### config.mk
export PLATFORM = sky130hd
export DESIGN_NAME = minmax_contrast_stretch_gray_core
export DESIGN_NICKNAME = d
export VERILOG_FILES = /design/src/hw/rtl/mmcs_pkg.sv /design/src/hw/rtl/minmax_contrast_stretch_gray_core.sv /design/src/hw/rtl/mmcs_alu.sv /design/src/hw/rtl/mmcs_cfg.sv
export SDC_FILE = /design/constraint.sdc
export NUM_CORES = 1
export LEC_CHECK = 0
export BUFFER_PORTS_ARGS = -buffer_cell sky130_fd_sc_hd__buf_2
export CAP_MARGIN = 40
export CORE_UTILIZATION = 45
export CTS_BUF_LIST = sky130_fd_sc_hd__clkbuf_8
export CTS_CLUSTER_DIAMETER = 50
export DETAILED_ROUTE_END_ITERATION = 6
export GPL_TIMING_DRIVEN = 0
export PLACE_DENSITY_LB_ADDON = 0.15
export SYNTH_ARGS = -nofsm -noshare
export SYNTH_HDL_FRONTEND = slang
export SYNTH_SLANG_ARGS = --single-unit
### constraint.sdc
create_clock -name clk -period 7.1 [get_ports clk]
set_input_delay 2.13 -clock clk [delete_from_list [all_inputs] [get_ports clk]]
set_output_delay 2.13 -clock clk [all_outputs]
set_load 0.1 [all_outputs]
### src/hw/rtl/mmcs_pkg.sv
package mmcs_pkg;

  localparam int ValW    = 33;
  localparam int RawW    = 32;
  localparam int AluW    = 42;
  localparam int GrayW   = 8;
  localparam int CfgIdxW = 3;
  localparam int NumW    = 41;
  localparam int DshW    = 40;
  localparam int FmtW    = 3;

  localparam logic signed [ValW-1:0] ValMax = 33'sh0_FFFF_FFFF;
  localparam logic signed [ValW-1:0] ValMin = 33'sh1_0000_0000;

  typedef enum logic [CfgIdxW-1:0] {
    REG_PIXEL_FORMAT   = 3'd0,
    REG_USE_FIXED_LOW  = 3'd1,
    REG_USE_FIXED_HIGH = 3'd2,
    REG_FIXED_LOW      = 3'd3,
    REG_FIXED_HIGH     = 3'd4
  } cfg_reg_t;

  typedef enum logic [FmtW-1:0] {
    FMT_U8  = 3'd0,
    FMT_S16 = 3'd1,
    FMT_U16 = 3'd2,
    FMT_S32 = 3'd3,
    FMT_U32 = 3'd4
  } pix_fmt_t;

  typedef enum logic [0:0] {
    CMD_SCAN = 1'b0,
    CMD_MAP  = 1'b1
  } cmd_t;

  typedef enum logic [3:0] {
    ST_IDLE,
    ST_SCAN_LO,
    ST_SCAN_HI,
    ST_RANGE,
    ST_CLIP_LO,
    ST_CLIP_HI,
    ST_SCALE,
    ST_DIV,
    ST_DONE
  } state_t;

  typedef struct packed {
    logic [FmtW-1:0]        pixel_format;
    logic                   use_fixed_low;
    logic                   use_fixed_high;
    logic signed [ValW-1:0] fixed_low;
    logic signed [ValW-1:0] fixed_high;
  } cfg_t;

  typedef struct packed {
    logic lt;
    logic zero;
  } alu_flags_t;

  function automatic logic signed [AluW-1:0] widen(input logic signed [ValW-1:0] x);
    return {{(AluW-ValW){x[ValW-1]}}, x};
  endfunction

  function automatic logic signed [ValW-1:0] decode_pixel(input logic [FmtW-1:0] fmt,
                                                         input logic [RawW-1:0] raw);
    logic signed [ValW-1:0] v;
    case (pix_fmt_t'(fmt))
      FMT_U8:  v = {25'b0, raw[7:0]};
      FMT_S16: v = {{17{raw[15]}}, raw[15:0]};
      FMT_U16: v = {17'b0, raw[15:0]};
      FMT_S32: v = {raw[31], raw};
      FMT_U32: v = {1'b0, raw};
      default: v = '0;
    endcase
    return v;
  endfunction

endpackage

### src/hw/rtl/minmax_contrast_stretch_gray_core.sv
// channel   dir  signals                    payload
// s_*       in   tvalid tready tdata tlast  tdata: pixel_raw; tuser: command, frame_start;
//                tuser                      tlast: frame_end
// m_*       out  tvalid tready tdata tlast  tdata: gray_level; tlast: last_pixel
// cfg_*     in   we index wdata             register write, no read-back
//
// scan request steps: accept plus two compares on the shared subtractor
// map request steps: accept, range, two clip steps, scale, 8 divide steps, output
// map request with an inverted range steps: accept, range, output
// the single subtract/compare unit sets the rate; s_tready is high only between requests
// a finished result waits in the output register; the next request is taken meanwhile
// rst is synchronous, clears sequencer, config and m_tvalid, presets running min to ValMax and max to ValMin

module minmax_contrast_stretch_gray_core
  import mmcs_pkg::*;
(
  input  logic               clk,
  input  logic               rst,
  input  logic               s_tvalid,
  output logic               s_tready,
  input  logic [RawW-1:0]    s_tdata,   // [31:0] pixel_raw
  input  logic               s_tlast,
  input  logic [1:0]         s_tuser,   // [0] command, [1] frame_start
  output logic               m_tvalid,
  input  logic               m_tready,
  output logic [GrayW-1:0]   m_tdata,   // [7:0] gray_level
  output logic               m_tlast,
  input  logic               cfg_we,
  input  logic [CfgIdxW-1:0] cfg_index,
  input  logic [ValW-1:0]    cfg_wdata
);

  cfg_t                   cfg;
  state_t                 st, st_next;
  logic signed [ValW-1:0] v;
  logic                   start_f;
  logic                   last_f;
  logic signed [ValW-1:0] running_low;
  logic signed [ValW-1:0] running_high;
  logic [ValW-1:0]        dlt;
  logic [ValW-1:0]        d;
  logic [NumW-1:0]        rem;
  logic [DshW-1:0]        dsh;
  logic [GrayW-1:0]       q;
  logic [2:0]             cnt;
  logic signed [ValW-1:0] lo_sel, hi_sel;
  logic signed [AluW-1:0] alu_a, alu_b, alu_diff;
  alu_flags_t             flags;
  logic                   s_fire;
  logic                   out_load;

  mmcs_cfg u_cfg (
    .clk       (clk),
    .rst       (rst),
    .cfg_we    (cfg_we),
    .cfg_index (cfg_index),
    .cfg_wdata (cfg_wdata),
    .cfg       (cfg)
  );

  mmcs_alu u_alu (
    .a     (alu_a),
    .b     (alu_b),
    .diff  (alu_diff),
    .flags (flags)
  );

  assign lo_sel   = cfg.use_fixed_low  ? cfg.fixed_low  : running_low;
  assign hi_sel   = cfg.use_fixed_high ? cfg.fixed_high : running_high;
  assign s_tready = (st == ST_IDLE) && !rst;
  assign s_fire   = s_tvalid && s_tready;
  assign out_load = (st == ST_DONE) && (!m_tvalid || m_tready);

  always_ff @(posedge clk) begin
    if (rst) begin
      st <= ST_IDLE;
    end else begin
      st <= st_next;
    end
  end

  always_comb begin
    st_next = st;
    alu_a   = '0;
    alu_b   = '0;
    case (st)
      ST_IDLE: begin
        if (s_fire) begin
          st_next = (cmd_t'(s_tuser[0]) == CMD_MAP) ? ST_RANGE : ST_SCAN_LO;
        end
      end
      ST_SCAN_LO: begin
        alu_a   = widen(v);
        alu_b   = widen(running_low);
        st_next = ST_SCAN_HI;
      end
      ST_SCAN_HI: begin
        alu_a   = widen(running_high);
        alu_b   = widen(v);
        st_next = ST_IDLE;
      end
      ST_RANGE: begin
        alu_a   = widen(hi_sel);
        alu_b   = widen(lo_sel);
        st_next = flags.lt ? ST_DONE : ST_CLIP_LO;
      end
      ST_CLIP_LO: begin
        alu_a   = widen(v);
        alu_b   = widen(lo_sel);
        st_next = ST_CLIP_HI;
      end
      ST_CLIP_HI: begin
        alu_a   = {9'b0, dlt};
        alu_b   = {9'b0, d};
        st_next = ST_SCALE;
      end
      ST_SCALE: begin
        alu_a   = {1'b0, d, 8'b0};
        alu_b   = {9'b0, d};
        st_next = ST_DIV;
      end
      ST_DIV: begin
        alu_a = {1'b0, rem};
        alu_b = {2'b0, dsh};
        if (cnt == '0) begin
          st_next = ST_DONE;
        end
      end
      ST_DONE: begin
        if (out_load) begin
          st_next = ST_IDLE;
        end
      end
      default: st_next = ST_IDLE;
    endcase
  end

  // running min and max
  always_ff @(posedge clk) begin
    if (rst) begin
      running_low  <= ValMax;
      running_high <= ValMin;
    end else if (st == ST_SCAN_LO) begin
      if (start_f || flags.lt) begin
        running_low <= v;
      end
      if (start_f) begin
        running_high <= v;
      end
    end else if (st == ST_SCAN_HI && flags.lt) begin
      running_high <= v;
    end
  end

  // datapath
  always_ff @(posedge clk) begin
    if (s_fire) begin
      v       <= decode_pixel(cfg.pixel_format, s_tdata);
      start_f <= s_tuser[1];
      last_f  <= s_tlast;
    end
    case (st)
      ST_RANGE: begin
        q   <= '1;
        dlt <= flags.zero ? ValW'(1) : alu_diff[ValW-1:0];
      end
      ST_CLIP_LO: d <= flags.lt ? '0 : alu_diff[ValW-1:0];
      ST_CLIP_HI: begin
        if (flags.lt) begin
          d <= dlt;
        end
      end
      ST_SCALE: begin
        rem <= alu_diff[NumW-1:0];
        dsh <= {dlt, 7'b0};
        cnt <= 3'd7;
      end
      ST_DIV: begin
        if (!flags.lt) begin
          rem <= alu_diff[NumW-1:0];
        end
        q   <= {q[GrayW-2:0], !flags.lt};
        dsh <= dsh >> 1;
        cnt <= cnt - 3'd1;
      end
      default: ;
    endcase
  end

  // output register
  always_ff @(posedge clk) begin
    if (rst) begin
      m_tvalid <= 1'b0;
    end else if (out_load) begin
      m_tvalid <= 1'b1;
    end else if (m_tready) begin
      m_tvalid <= 1'b0;
    end
  end

  always_ff @(posedge clk) begin
    if (out_load) begin
      m_tdata <= q;
      m_tlast <= last_f;
    end
  end

`ifndef SYNTH
  a_div_ends: assert property (@(posedge clk) disable iff (rst)
    (st == ST_DIV && cnt == '0) |=> (st == ST_DONE))
    else $error("divide did not end after eight steps");

  a_scan_order: assert property (@(posedge clk) disable iff (rst)
    (st == ST_SCAN_HI) |=> (running_low <= running_high))
    else $error("running min above running max after scan");

  a_rem_bound: assert property (@(posedge clk) disable iff (rst)
    (st == ST_DIV) |-> ({1'b0, rem} < {dsh, 1'b0}))
    else $error("remainder out of range in divide");

  a_clip: assert property (@(posedge clk) disable iff (rst)
    (st == ST_CLIP_HI) |=> (d <= dlt))
    else $error("clipped offset above range");
`endif

endmodule

### src/hw/rtl/mmcs_alu.sv
module mmcs_alu
  import mmcs_pkg::*;
(
  input  logic signed [AluW-1:0] a,
  input  logic signed [AluW-1:0] b,
  output logic signed [AluW-1:0] diff,
  output alu_flags_t             flags
);

  logic signed [AluW:0] full;

  assign full       = {a[AluW-1], a} - {b[AluW-1], b};
  assign diff       = full[AluW-1:0];
  assign flags.lt   = full[AluW];
  assign flags.zero = (full == '0);

endmodule

### src/hw/rtl/mmcs_cfg.sv
module mmcs_cfg
  import mmcs_pkg::*;
(
  input  logic               clk,
  input  logic               rst,
  input  logic               cfg_we,
  input  logic [CfgIdxW-1:0] cfg_index,
  input  logic [ValW-1:0]    cfg_wdata,
  output cfg_t               cfg
);

  always_ff @(posedge clk) begin
    if (rst) begin
      cfg <= '0;
    end else if (cfg_we) begin
      case (cfg_reg_t'(cfg_index))
        REG_PIXEL_FORMAT:   cfg.pixel_format   <= cfg_wdata[FmtW-1:0];
        REG_USE_FIXED_LOW:  cfg.use_fixed_low  <= cfg_wdata[0];
        REG_USE_FIXED_HIGH: cfg.use_fixed_high <= cfg_wdata[0];
        REG_FIXED_LOW:      cfg.fixed_low      <= cfg_wdata;
        REG_FIXED_HIGH:     cfg.fixed_high     <= cfg_wdata;
        default: ;
      endcase
    end
  end

endmodule
==> impl_metrics.yaml <==
run_status:
  status: "finished, violations left"
  violations: "DRC"
global_route:
  antenna_found_initial: 0
  grt_pass1_vias: 14976
  overflow: 0
  grtUsageTotal: 0.306
  grt_max_degree: 34
  grt_pass1_wl_mm: 93.0
route:
  finalWirelength_mm: 61.9
  routed-wl-met2_mm: 27.8
  dr.pass1.iters: 7
  via_count: 15431
  top_layer: "met4"
  drc: 3
  routedWlPerCell_um: 24.2
  wl_met1_mm: 26.6
  via_per_inst: 6.03
  drt-initial-drc-count: 1885
  ant_nets: 0
  wl_met3_mm: 5.74
synthesis:
  synthArstFlopShare: 0
  synth-seq-cells: 344
  synth_area_leader_cell: "edfxtp_1"
  ys_seq_area_frac: 0.499
  yosysTopAreaCellShare: 0.340
  synth_fp_nets: 1944
  synth_area_mm2: 0.0179
  synth.distinct_cells: 87
  synth_edf_count: 202
  dominantRegCellSynth: "edfxtp_1"
  syn_area_per_cell_um2: 9.79
  ys_warn_count: 0
  yosys-top-cells-area: "edfxtp_1 (34%), dfxtp_1 (16%), nand2_1 (7.1%)"
  syn_inst: 1823
setup_path:
  r2r_end: "dlt[0]"
  path_cells: "clkbuf_1 > inv_1 > nand2_1 > nor3_1 > buf_4 > clkbuf_1 > a222oi_1 > o21ai_0 > a21oi_1 > ha_1 > buf_2 > nand2_1 > nor4_1 > o21ai_2 > a31oi_4 > a21boi_2 > o31ai_1 > xor2_1 > or4_1 > or4_1 > o41ai_2"
  rr_worst_depth: 21
  critPathMaxFanout: 10
  crit_required_ps: 7570
  cp-start-kind: "register"
  endpoint_kind: "register"
  crit_buf_inv: 5
  worstSetupStartpoint: "st[2]"
  critPathCapture: "dlt[0]"
  reg2reg_setup_slack_ps: 330
  crit_slowest_cell: "or4_1"
  cp_slowest_stage_delay_ps: 650
  path_class: "reg -> reg"
  reg2reg_from: "st[2]"
  cp_top_family: "simple AND/OR/NAND/NOR gates"
  cp.arrival_ps: 7250
  worstSetupPathDepth: 21
timing:
  fmax_mhz: 148
  whs_ps: 423
  fin_skew_ps: 35.1
  relSlewSlack: 0.332
  hold_viol: 0
  post-route-min-period_ps: 6770
  finalMaxSlewViolations: 0
  fin_ws_ps: 326
  fin_crit_sh: 0.954
  rsz0062_at_grt: "false"
  setup_tns_ps: 0
  setup_viol: 0
  tightestPinTransition_ps: 999
power:
  power_density_mw_per_mm2: 351
  ir_drop_v: 0.000150
  p_total_w: 0.00719
  p_leak_nw: 7.68
hold_path:
  hold_depth: 0
  hold_path_class: "reg -> reg"
floorplanning:
  die_area_mm2: 0.0405
  die-height_um: 201
  num_rows: 72
  core_mm2: 0.0389
  start_util: 0.459
  die_w_um: 201
  ioPinCount: 87
place:
  place_congestion: 0.951
  dp_slack_ps: -39.9
  dp_hpwl_mm: 48.3
  dpl-instance-area_mm2: 0.0192
  portBuffers: 85
job:
  maxCapViolCount: 0
clock_network:
  clock_latency_ps: 680
  cts_buffer_depth: 3
  cts_buffers: 61
  tritoncts: "built"
  clock_sinks: 344
  cts_root_buffer: "clkbuf_8"
  htree_levels: 2
  path_clk_slew_ps: 60
finish:
  nets: 2110
  syn_to_final_growth_pct: 14.7
  fin_area_mm2: 0.0205
  layout_common_cells: "nand2_1 (336), edfxtp_1 (202), a21oi_1 (162)"
  layout_commonest_cell: "nand2_1"
  drive_gt1_frac: 0.122
worst register-to-register path, cell delays in order, from the launching register on:
cell and delay (ps):
dfxtp_1 300, clkbuf_1 230, inv_1 220, nand2_1 160, nor3_1 640, buf_4 290
clkbuf_1 430, a222oi_1 200, o21ai_0 220, a21oi_1 100, ha_1 330, buf_2 190
nand2_1 120, nor4_1 330, o21ai_2 170, a31oi_4 380, a21boi_2 190, o31ai_1 420
xor2_1 220, or4_1 650, or4_1 550, o41ai_2 250
cells by family after synthesis:
kind of cell               share of synthesized area
adders and majority gates                     0.0320
xor gates and xnor gates                      0.0250
DFF                                            0.499
buffers and inverters                         0.0363
muxes                                         0.0404
AOI/OAI and AO/OA                              0.205
and+or+nand+nor                                0.163
final cells by class:
class | instances | area (um^2)
clock buffers | 69 | 950
plain buffers | 140 | 567
diodes | 1 | 2.50
clock inverters | 46 | 314
fillers | 3666 | 18400
multi-input cells | 1316 | 8340
repair buffers | 103 | 649
inverters | 23 | 86.3
flip-flops and latches | 344 | 8910
well taps | 518 | 648
Yosys cell counts, types with 9 or more instances:
cell / count
a21o_1: 19
nor2b_1: 10
a211o_1: 34
nor2_1: 79
nand4_1: 13
a21oi_1: 162
nand2b_1: 9
inv_1: 23
xor2_1: 29
o21ai_0: 72
dfxtp_1: 142
buf_2: 17
edfxtp_1: 202
nand3_1: 43
a221o_1: 12
and3_1: 43
xnor2_1: 22
a22o_1: 31
nand2_1: 336
clkbuf_1: 114
nor3_1: 18
or3_1: 12
ha_1: 44
a22oi_1: 27
and2_1: 40
a222oi_1: 57
mux2i_1: 72
sequential cells by signal, summed over array words and instances, names as in the netlist, 4 cells and up:
name / flops
d: 33
rem: 41
st: 4
u_cfg.cfg: 71
q: 8
dsh: 40
running_low: 33
v: 33
dlt: 33
running_high: 33
m_tdata: 8
where the power goes:
part | internal [W] | switching (W)
Combinational | 0.00101 | 0.00176
Sequential | 0.00242 | 0.0000882
Clock | 0.00101 | 0.000894
per-stage QoR:
step,instances,util
global placement,2426,0.486
global route,2559,0.526
detailed placement,2444,0.493
floorplan,1823,-
finish,2560,0.526
CTS,2559,0.525
how the worst min path moves through the flow:
| stage | start | to | slack [ps] |
|---|---|---|---|
| 6_report | q[7] | m_tdata[7] | 420 |
| 5_1_grt | q[7] | m_tdata[7] | 450 |
| 4_1_cts | q[7] | m_tdata[7] | 430 |
| 3_5_place_dp | q[7] | m_tdata[7] | 410 |
| 3_3_place_gp | q[7] | m_tdata[7] | 400 |
| 2_1_floorplan | q[7] | m_tdata[7] | 400 |
layer usage:
| metal | up-vias | track usage |
|---|---|---|
| met3 | 95 | 0.0628 |
| met2 | 743 | 0.479 |
| met4 | 0 | 0.108 |
| met5 | - | 0 |
| li1 | 7147 | - |
| met1 | 7446 | 0.419 |
timing repair:
item | CTS | global route
pin swaps | 0 | 0
hold buffers | 0 | 0
endpoints found under the setup margin | 1 | 141
gates resized for setup | 1 | 10
buffers inserted | 0 | 0
(Power assumes the default switching activity.)
